### src/sv/bbpcl_pkg.sv
// bbpcl_pkg: shared constants, codes and register indexes for the buck/boost pwm
// current limiter. No dependencies; imported by the interfaces and the top level.
`default_nettype none

package bbpcl_pkg;

   // default configuration of the converter
   localparam int PWM_TOP_DEFAULT    = 188;
   localparam int TRIP_DELAY_DEFAULT = 100;
   localparam int ADC_BITS_DEFAULT   = 10;

   // fixed field widths
   localparam int MODE_W  = 2;
   localparam int TGT_W   = 10;
   localparam int DUTY_W  = 8;
   localparam int CORR_W  = 7;
   localparam int STATE_W = 2;
   localparam int TMO_W   = 8;
   localparam int CSR_IDX_W  = 2;
   localparam int CSR_DATA_W = 10;

   localparam logic [CORR_W-1:0] CORR_MAX = 7'd127;

   // request kinds
   localparam logic [MODE_W-1:0] MODE_SAMPLE = 2'd0;
   localparam logic [MODE_W-1:0] MODE_TICK   = 2'd1;
   localparam logic [MODE_W-1:0] MODE_REARM  = 2'd2;

   // limiter status codes
   localparam logic [STATE_W-1:0] LIMIT_NORMAL  = 2'd0;
   localparam logic [STATE_W-1:0] LIMIT_ACTIVE  = 2'd1;
   localparam logic [STATE_W-1:0] LIMIT_TRIPPED = 2'd2;

   // register indexes
   localparam logic [CSR_IDX_W-1:0] CSR_VOLTAGE_TARGET = 2'd0;
   localparam logic [CSR_IDX_W-1:0] CSR_CURRENT_LIMIT  = 2'd1;
   localparam logic [CSR_IDX_W-1:0] CSR_DUTY_BASE      = 2'd2;
   localparam logic [CSR_IDX_W-1:0] CSR_BOOST_MODE     = 2'd3;

   localparam logic [TGT_W-1:0] CURRENT_LIMIT_RESET = 10'd3;

endpackage

`default_nettype wire

### src/sv/bbpcl_if.sv
// bbpcl request and response channel interfaces (valid/ready with payload)
// depends on bbpcl_pkg for field widths
`default_nettype none

interface bbpcl_req_if #(
   parameter int ADC_BITS = bbpcl_pkg::ADC_BITS_DEFAULT
);
   import bbpcl_pkg::*;
   logic                valid;
   logic                ready;
   logic [MODE_W-1:0]   mode;
   logic [ADC_BITS-1:0] voltage_sample;
   logic [ADC_BITS-1:0] current_sample;

   modport source (output valid, output mode, output voltage_sample,
                   output current_sample, input ready);
   modport sink   (input valid, input mode, input voltage_sample,
                   input current_sample, output ready);
endinterface

interface bbpcl_rsp_if;
   import bbpcl_pkg::*;
   logic               valid;
   logic               ready;
   logic [DUTY_W-1:0]  duty;
   logic [STATE_W-1:0] limit_state;
   logic               power_cut;

   modport source (output valid, output duty, output limit_state,
                   output power_cut, input ready);
   modport sink   (input valid, input duty, input limit_state,
                   input power_cut, output ready);
endinterface

`default_nettype wire

### src/sv/buck_boost_pwm_current_limiter.sv
// buck/boost pwm duty controller with current limiting and overcurrent trip
// depends on bbpcl_pkg and the bbpcl_req_if / bbpcl_rsp_if channel interfaces
`default_nettype none

// Takes one request per clock while the response is not stalled and returns
// exactly one response per request, through the input register and then the
// response register. A sample request filters the voltage, updates the
// current correction and yields a pwm compare value; a tick request averages
// the stored current and ramps the duty ceiling, tripping after the ceiling
// sits at zero for more than TRIP_DELAY ticks; a rearm request clears the
// trip. Sustained rate is one request per cycle, set by the single state
// update path between the two registers; a stalled response backs up through
// ready. Configuration registers must be written through the csr port only
// while no request is in flight; the block itself does not enforce this.
module buck_boost_pwm_current_limiter #(
   parameter int PWM_TOP    = bbpcl_pkg::PWM_TOP_DEFAULT,
   parameter int TRIP_DELAY = bbpcl_pkg::TRIP_DELAY_DEFAULT,
   parameter int ADC_BITS   = bbpcl_pkg::ADC_BITS_DEFAULT
) (
   input  wire logic                            clock,
   input  wire logic                            reset,
   bbpcl_req_if.sink                            req_ch,
   bbpcl_rsp_if.source                          rsp_ch,
   input  wire logic                            csr_we,
   input  wire logic [bbpcl_pkg::CSR_IDX_W-1:0] csr_index,
   input  wire logic [bbpcl_pkg::CSR_DATA_W-1:0] csr_wdata
);
   import bbpcl_pkg::*;

   // width of the correction filter sum and of magnitude compares
   localparam int CW = ((ADC_BITS > 9) ? ADC_BITS : 9) + 1;
   localparam int VW = (ADC_BITS > TGT_W) ? ADC_BITS : TGT_W;
   localparam logic [DUTY_W-1:0] TOP_CODE   = DUTY_W'(PWM_TOP);
   localparam logic [TMO_W-1:0]  DELAY_CODE = TMO_W'(TRIP_DELAY);

   // configuration registers
   logic [TGT_W-1:0]  voltage_target_ff;
   logic [TGT_W-1:0]  current_limit_ff;
   logic [DUTY_W-1:0] duty_base_ff;
   logic              boost_mode_ff;

   // input register
   logic                in_valid_ff;
   logic [MODE_W-1:0]   mode_ff;
   logic [ADC_BITS-1:0] vin_ff;
   logic [ADC_BITS-1:0] iin_ff;

   // converter state
   logic [ADC_BITS-1:0] fv_ff,   fv_in;
   logic [ADC_BITS-1:0] last_ff, last_in;
   logic [CORR_W-1:0]   corr_ff, corr_in;
   logic [ADC_BITS-1:0] avg_ff,  avg_in;
   logic [DUTY_W-1:0]   ceil_ff, ceil_in;
   logic [TMO_W-1:0]    tmo_ff,  tmo_in;
   logic [STATE_W-1:0]  trip_ff, trip_in;

   // response register
   logic               out_valid_ff;
   logic [DUTY_W-1:0]  duty_ff, duty_in;

   logic advance;

   // datapath intermediates
   logic [ADC_BITS:0]   v_sum;
   logic [ADC_BITS:0]   half_i;
   logic [ADC_BITS:0]   v_diff;
   logic [ADC_BITS-1:0] fv_new;
   logic [CW-1:0]       corr_sum;
   logic [CW-1:0]       corr_raw;
   logic [CORR_W-1:0]   corr_new;
   logic [DUTY_W:0]     duty_sum;
   logic [DUTY_W-1:0]   duty_top;
   logic [ADC_BITS:0]   avg_sum;
   logic [ADC_BITS-1:0] avg_new;

   // the input stage moves on when the response register is free or drained
   assign advance      = in_valid_ff && (!out_valid_ff || rsp_ch.ready);
   assign req_ch.ready = !in_valid_ff || advance;

   // configuration writes
   always_ff @(posedge clock) begin
      if (reset) begin
         voltage_target_ff <= '0;
         current_limit_ff  <= CURRENT_LIMIT_RESET;
         duty_base_ff      <= '0;
         boost_mode_ff     <= 1'b0;
      end else if (csr_we) begin
         unique case (csr_index)
            CSR_VOLTAGE_TARGET: voltage_target_ff <= csr_wdata[TGT_W-1:0];
            CSR_CURRENT_LIMIT:  current_limit_ff  <= csr_wdata[TGT_W-1:0];
            CSR_DUTY_BASE:      duty_base_ff      <= csr_wdata[DUTY_W-1:0];
            CSR_BOOST_MODE:     boost_mode_ff     <= csr_wdata[0];
            default: ;
         endcase
      end
   end

   // sample path: voltage filter, correction filter, duty clamp; tick path: current average
   always_comb begin
      v_sum  = {1'b0, fv_ff} + {1'b0, vin_ff};
      half_i = {2'b00, last_ff[ADC_BITS-1:1]};
      v_diff = v_sum - half_i;
      // negative intermediate floors at zero
      fv_new = (v_sum >= half_i) ? v_diff[ADC_BITS:1] : '0;

      if (boost_mode_ff) begin
         corr_sum = (CW'(corr_ff) << 2) + CW'(last_ff);
         corr_raw = corr_sum >> 3;
      end else begin
         corr_sum = (CW'(corr_ff) << 1) + CW'(last_ff);
         corr_raw = corr_sum >> 2;
      end
      corr_new = (corr_raw > CW'(CORR_MAX)) ? CORR_MAX : corr_raw[CORR_W-1:0];

      duty_sum = {1'b0, duty_base_ff} + (DUTY_W+1)'(corr_new);
      duty_top = (duty_sum > (DUTY_W+1)'(TOP_CODE)) ? TOP_CODE : duty_sum[DUTY_W-1:0];

      avg_sum = {1'b0, avg_ff} + {1'b0, last_ff};
      avg_new = avg_sum[ADC_BITS:1];
   end

   // state update per request kind
   always_comb begin
      fv_in   = fv_ff;
      last_in = last_ff;
      corr_in = corr_ff;
      avg_in  = avg_ff;
      ceil_in = ceil_ff;
      tmo_in  = tmo_ff;
      trip_in = trip_ff;
      duty_in = '0;
      case (mode_ff)
         MODE_SAMPLE: begin
            fv_in   = fv_new;
            corr_in = corr_new;
            last_in = iin_ff;
            if ((VW'(fv_new) > VW'(voltage_target_ff)) || (trip_ff == LIMIT_TRIPPED)) begin
               duty_in = '0;
            end else if (duty_top > ceil_ff) begin
               // ceiling wins: enter current limiting
               duty_in = ceil_ff;
               trip_in = LIMIT_ACTIVE;
            end else begin
               duty_in = duty_top;
            end
         end
         MODE_TICK: begin
            avg_in = avg_new;
            if ((VW'(avg_new) <= VW'(current_limit_ff)) && (trip_ff != LIMIT_TRIPPED)) begin
               // ramp the ceiling back up; limiting ends at the top
               if (ceil_ff < TOP_CODE) begin
                  ceil_in = ceil_ff + 1'b1;
               end else begin
                  trip_in = LIMIT_NORMAL;
               end
            end else if (ceil_ff != '0) begin
               ceil_in = ceil_ff - 1'b1;
            end else if (tmo_ff > DELAY_CODE) begin
               // held at zero too long: trip and cut power
               tmo_in  = '0;
               trip_in = LIMIT_TRIPPED;
            end else begin
               tmo_in = tmo_ff + 1'b1;
            end
         end
         MODE_REARM: begin
            trip_in = LIMIT_NORMAL;
         end
         default: ;   // unused code changes nothing
      endcase
   end

   // input register
   always_ff @(posedge clock) begin
      if (reset) begin
         in_valid_ff <= 1'b0;
      end else if (req_ch.ready) begin
         in_valid_ff <= req_ch.valid;
      end
   end

   always_ff @(posedge clock) begin
      if (req_ch.ready && req_ch.valid) begin
         mode_ff <= req_ch.mode;
         vin_ff  <= req_ch.voltage_sample;
         iin_ff  <= req_ch.current_sample;
      end
   end

   // state commits when the request moves into the response register
   always_ff @(posedge clock) begin
      if (reset) begin
         fv_ff   <= '0;
         last_ff <= '0;
         corr_ff <= '0;
         avg_ff  <= '0;
         ceil_ff <= '0;
         tmo_ff  <= '0;
         trip_ff <= LIMIT_NORMAL;
      end else if (advance) begin
         fv_ff   <= fv_in;
         last_ff <= last_in;
         corr_ff <= corr_in;
         avg_ff  <= avg_in;
         ceil_ff <= ceil_in;
         tmo_ff  <= tmo_in;
         trip_ff <= trip_in;
      end
   end

   // response register
   always_ff @(posedge clock) begin
      if (reset) begin
         out_valid_ff <= 1'b0;
      end else if (advance) begin
         out_valid_ff <= 1'b1;
      end else if (rsp_ch.ready) begin
         out_valid_ff <= 1'b0;
      end
   end

   always_ff @(posedge clock) begin
      if (advance) begin
         duty_ff <= duty_in;
      end
   end

   logic [STATE_W-1:0] status_ff;
   always_ff @(posedge clock) begin
      if (advance) begin
         status_ff <= trip_in;
      end
   end

   assign rsp_ch.valid       = out_valid_ff;
   assign rsp_ch.duty        = duty_ff;
   assign rsp_ch.limit_state = status_ff;
   assign rsp_ch.power_cut   = (status_ff == LIMIT_TRIPPED);

   // a tripped converter always has its ceiling parked at zero
   a_trip_ceiling: assert property (@(posedge clock) disable iff (reset)
      (trip_ff == LIMIT_TRIPPED) |-> (ceil_ff == '0))
      else $error("tripped with nonzero duty ceiling");

   // the timeout never runs past one beyond the trip delay
   a_tmo_bound: assert property (@(posedge clock) disable iff (reset)
      tmo_ff <= DELAY_CODE + 1'b1)
      else $error("timeout counter out of range");

   // a delivered duty never exceeds the pwm period or the ceiling
   a_duty_bound: assert property (@(posedge clock) disable iff (reset)
      advance |=> (duty_ff <= TOP_CODE) && (duty_ff <= $past(ceil_ff) || duty_ff == '0))
      else $error("duty above period or ceiling");

   // the input stage never drops a request while the response is stalled
   a_hold: assert property (@(posedge clock) disable iff (reset)
      (in_valid_ff && out_valid_ff && !rsp_ch.ready) |=> in_valid_ff)
      else $error("pending request lost under stall");

endmodule

`default_nettype wire

### src/flat_wrapper.sv
// flat-port wrapper written by rule: the top's interface ports become plain ports
module buck_boost_pwm_current_limiter_flat import bbpcl_pkg::*;
#(
   parameter int PWM_TOP    = bbpcl_pkg::PWM_TOP_DEFAULT,
   parameter int TRIP_DELAY = bbpcl_pkg::TRIP_DELAY_DEFAULT,
   parameter int ADC_BITS   = bbpcl_pkg::ADC_BITS_DEFAULT
)
  (clock, reset, csr_we, csr_index, csr_wdata, req_ch_valid, req_ch_mode, req_ch_voltage_sample, req_ch_current_sample, req_ch_ready, rsp_ch_valid, rsp_ch_duty, rsp_ch_limit_state, rsp_ch_power_cut, rsp_ch_ready);
  bbpcl_req_if #(.ADC_BITS(ADC_BITS)) req_ch_i ();
  bbpcl_rsp_if rsp_ch_i ();
  input  wire logic clock;
  input  wire logic reset;
  input  wire logic csr_we;
  input  wire logic [bbpcl_pkg::CSR_IDX_W-1:0] csr_index;
  input  wire logic [bbpcl_pkg::CSR_DATA_W-1:0] csr_wdata;
  input wire logic [$bits(req_ch_i.valid)-1:0] req_ch_valid;
  input wire logic [$bits(req_ch_i.mode)-1:0] req_ch_mode;
  input wire logic [$bits(req_ch_i.voltage_sample)-1:0] req_ch_voltage_sample;
  input wire logic [$bits(req_ch_i.current_sample)-1:0] req_ch_current_sample;
  output wire logic [$bits(req_ch_i.ready)-1:0] req_ch_ready;
  output wire logic [$bits(rsp_ch_i.valid)-1:0] rsp_ch_valid;
  output wire logic [$bits(rsp_ch_i.duty)-1:0] rsp_ch_duty;
  output wire logic [$bits(rsp_ch_i.limit_state)-1:0] rsp_ch_limit_state;
  output wire logic [$bits(rsp_ch_i.power_cut)-1:0] rsp_ch_power_cut;
  input wire logic [$bits(rsp_ch_i.ready)-1:0] rsp_ch_ready;
  assign req_ch_i.valid = req_ch_valid;
  assign req_ch_i.mode = req_ch_mode;
  assign req_ch_i.voltage_sample = req_ch_voltage_sample;
  assign req_ch_i.current_sample = req_ch_current_sample;
  assign req_ch_ready = req_ch_i.ready;
  assign rsp_ch_valid = rsp_ch_i.valid;
  assign rsp_ch_duty = rsp_ch_i.duty;
  assign rsp_ch_limit_state = rsp_ch_i.limit_state;
  assign rsp_ch_power_cut = rsp_ch_i.power_cut;
  assign rsp_ch_i.ready = rsp_ch_ready;
  buck_boost_pwm_current_limiter #(.PWM_TOP(PWM_TOP), .TRIP_DELAY(TRIP_DELAY), .ADC_BITS(ADC_BITS)) u_core (.clock(clock), .reset(reset), .req_ch(req_ch_i), .rsp_ch(rsp_ch_i), .csr_we(csr_we), .csr_index(csr_index), .csr_wdata(csr_wdata));
endmodule
### config.mk
export PLATFORM = sky130hd
export DESIGN_NAME = buck_boost_pwm_current_limiter_flat
export DESIGN_NICKNAME = d
export VERILOG_FILES = /design/src/sv/bbpcl_pkg.sv /design/src/sv/bbpcl_if.sv /design/src/sv/buck_boost_pwm_current_limiter.sv /design/src/flat_wrapper.sv
export SDC_FILE = /design/constraint.sdc
export NUM_CORES = 1
export LEC_CHECK = 0
export BUFFER_PORTS_ARGS = -buffer_cell sky130_fd_sc_hd__buf_2
export CAP_MARGIN = 20
export CORE_ASPECT_RATIO = 1.25
export CORE_MARGIN = 2
export CORE_UTILIZATION = 30
export DETAILED_ROUTE_END_ITERATION = 6
export SLEW_MARGIN = 20
export SYNTH_ARGS = -nofsm -noshare
export SYNTH_HDL_FRONTEND = slang
export SYNTH_SLANG_ARGS = --single-unit
### constraint.sdc
create_clock -name clock -period 11.1 [get_ports clock]
set_input_delay 2.22 -clock clock [delete_from_list [all_inputs] [get_ports clock]]
set_output_delay 2.22 -clock clock [all_outputs]
set_load 0.01 [all_outputs]
==> summary.md <==
| Metric | Value |
|---|---|
| Outcome | `finished, final reports clean` |
| Largest family of logic cells by synthesized area | `simple AND/OR/NAND/NOR gates` |
| RSZ-0062 raised after global routing | `false` |
| Compound-Gate Fraction of Synth Area | `18.8%` |
| Mapped Area | `7930 um^2` |
| Max clock buf depth | `2` |
| DR iter-0 viols | `366` |
| Die Ht | `186 um` |
| Crit Path Class | `reg -> reg` |
| Number of synthesized flops with an enable pin | `32` |
| Async set or reset register ratio after synthesis | `0%` |
| Fmax achieved | `0.154 GHz` |
| Post-Synth XOR/XNOR Area | `3.87%` |
| Primary FF master, synth | `dfxtp_1` |
| Total Routing Usage GR | `15.2%` |
| Row cnt | `66` |
| First-pass GRT wire length | `33100 um` |
| Clk Latency, worst-skew pair | `420 ps` |
| Num ports | `52` |
| H-tree Lvls | `4` |
| Synth Warn # | `0` |
| Ant. Diodes | `0` |
| Die width | `149 um` |
| Final critical-path share of the clock period | `58.4%` |
| CTS tree | `yes` |
| Final setup fails | `0` |
| TritonCTS Buffers | `17` |
| Post-synthesis instance total | `942` |
| Syn_nets | `1071` |
| Leading cell type in the layout, fill and taps excluded | `nand2_1` |
| Peak supply drop | `0.0943 mV` |
| DRC | `0` |
| Fraction of the mapped netlist area in adder cells | `14.9%` |
| Vias in the first global route | `6599` |
| WP data required | `11270 ps` |
| DRT Pass-1 Iters | `5` |
| Gr ovfl total | `0` |
| P&R area growth vs syn | `14.7%` |
| Final hold vios | `0` |
| CTS root buf | `clkbuf_16` |
| Total power | `1240 uW` |
| Max_slew headroom | `42.7%` |
| Clock transition at path regs | `60 ps` |
| Max-Cap Viols | `0` |
| HPWL Detailed | `15400 um` |
| Portion of netlist area occupied by mux cells | `2.95%` |
| Starting Density | `30.5%` |
| Post-DRT Antenna Nets | `0` |
| Final min period | `6480 ps` |
| Setup total negative slack | `0 ps` |
| CTS resizes | `0` |
| Crit path capture type | `register` |
| Most frequent cells in the layout | `nand2_1, nor2_1, dfxtp_1` |
| Min-Delay Path Class | `reg -> reg` |
| CP max FO | `13` |
| Max-slew violations | `0` |
| Simple-gate portion of the synthesized area | `21.2%` |
| Share of cells above drive strength 1 | `11.2%` |
| Synth cell types | `73` |
| Leak Pwr | `0.00370 uW` |
| CORE AREA | `26000 um^2` |
| Net count, final | `1115` |
| Largest net degree at the start of global routing | `73` |
| Die footprint | `27700 um^2` |
| Clock skew | `8.28 ps` |
| Mean Syn Cell Area | `8.41 um^2` |
| PwrDens | `136 nW/um^2` |
| Vias | `6762` |
| Vias per cell | `5.05` |
| # clock sinks | `118` |
| CP arrival | `6650 ps` |
| Worst Tran Pin Value | `858 ps` |
| Hold-fix buffers at CTS | `0` |
| Initial antenna violation count | `0` |
| Post-synthesis sequential area ratio | `33.8%` |
| Flops & latches, synth | `118` |
| WL final | `20400 um` |
| Routed len/inst | `15.2 um` |
| Final GP Congestion | `0.880` |
| Port Buffers | `51` |
| Setup crit start kind | `register` |
| Post-CTS Setup Bufs | `0` |
## power breakdown
part           total [uW]  switching (uW)  internal (uW)
combinational         235             143           91.9
clock                 536             208            327
sequential            470            10.9            459
total                1240             362            878
## critical path: stages, from the launching register on
cell and delay [ps]:
dfxtp_1 400, ha_1 290, nor2b_1 170, o31ai_1 370
a21oi_1 180, o311ai_2 740, nand2_1 140, ha_1 260
fa_1 450, a211oi_2 280, o31ai_2 160, o21ai_1 130
o21ai_1 130, a2111oi_4 420, nor2_2 160, and2_1 190
ha_1 280, nor2b_1 130, o211ai_1 90, a21oi_1 130
o22ai_1 190, buf_4 240, or2_2 300, o21ai_0 280
o21bai_1 100
## cell families (layout without fill, tap and decap cells)
group | after synthesis | count (layout)
muxes | 22 | 22
DFF | 118 | 118
adders and majority gates | 90 | 90
buffers and inverters | 90 | 147
AOI/OAI and AO/OA | 225 | 225
and+or+nand+nor | 362 | 362
xor gates and xnor gates | 35 | 35
## cell usage after synthesis (8+ instances only)
cell type	instances	area share, %
mux2i_1	20	2.5
or3_1	9	0.71
o21a_1	11	1.0
a21o_1	9	0.85
nand4_1	15	1.2
inv_1	57	2.7
o21ai_0	35	2.2
nand2_1	121	5.7
ha_1	83	13
nor2b_1	17	1.3
nor2_1	111	5.3
nor3_1	17	1.1
dfxtp_1	86	22
nor4_1	8	0.63
xnor2_1	25	2.8
nand2b_1	16	1.3
a21oi_1	83	5.2
edfxtp_1	32	12
nand3_1	20	1.3
a211oi_1	11	1.0
clkbuf_1	24	1.1
xor2_1	10	1.1
a311oi_1	10	1.1
## stage by stage
step	utilization [%]	hold WS [ps]	instances	setup WS, ps	cell area [um^2]
6_report	34.9	457	1339	4620	9090
2_1_floorplan	-	434	942	5480	7930
3_3_place_gp	32.7	448	1307	4870	8520
3_5_place_dp	32.7	450	1307	4720	8520
4_1_cts	34.9	457	1339	4660	9080
5_1_grt	34.9	490	1339	3950	9090
## routing by layer
metal | share of wire [%] | wire [um] | global-route usage, %
met1 | 45 | 9070 | 18.4
met3 | 2.8 | 576 | 2.48
met4 | 3.0 | 608 | 6.59
met2 | 50 | 10100 | 26.5
met5 | 0 | 0 | 0
## sequential cells by signal, summed over array words and instances (netlist names)
register / cells
u_core.iin_ff: 10
u_core.mode_ff: 2
u_core.in_valid_ff: 1
u_core.boost_mode_ff: 1
u_core.trip_ff: 2
u_core.rsp_ch.valid: 1
u_core.duty_base_ff: 8
u_core.corr_ff: 7
u_core.voltage_target_ff: 10
u_core.rsp_ch.duty: 8
u_core.vin_ff: 10
u_core.tmo_ff: 8
u_core.avg_ff: 10
u_core.fv_ff: 10
u_core.current_limit_ff: 10
u_core.rsp_ch.limit_state: 2
u_core.ceil_ff: 8
u_core.last_ff: 10
## final timing paths
check	startpoint	to	slack (ps)	cells past startpoint
max	u_core.last_ff[3]$_SDFFE_PP0P_	u_core.rsp_ch.limit_state[1]$_DFFE_PP_	4620	24
min	u_core.current_limit_ff[6]$_SDFFE_PP0P_	u_core.current_limit_ff[6]$_SDFFE_PP0P_	460	2
max reg2reg	u_core.last_ff[3]$_SDFFE_PP0P_	u_core.rsp_ch.limit_state[1]$_DFFE_PP_	4620	24
min reg2reg	u_core.current_limit_ff[6]$_SDFFE_PP0P_	u_core.current_limit_ff[6]$_SDFFE_PP0P_	460	2
## area by class of cell
class | instances | area, um^2
Clock buffer | 18 | 429
Clock inverter | 14 | 136
Fill cell | 2720 | 16900
Inverter | 59 | 221
Multi-Input combinational cell | 734 | 4900
Sequential cell | 118 | 2680
Tap cell | 340 | 425
Timing Repair Buffer | 56 | 293
Note: power is estimated with default switching activity, not from simulation.
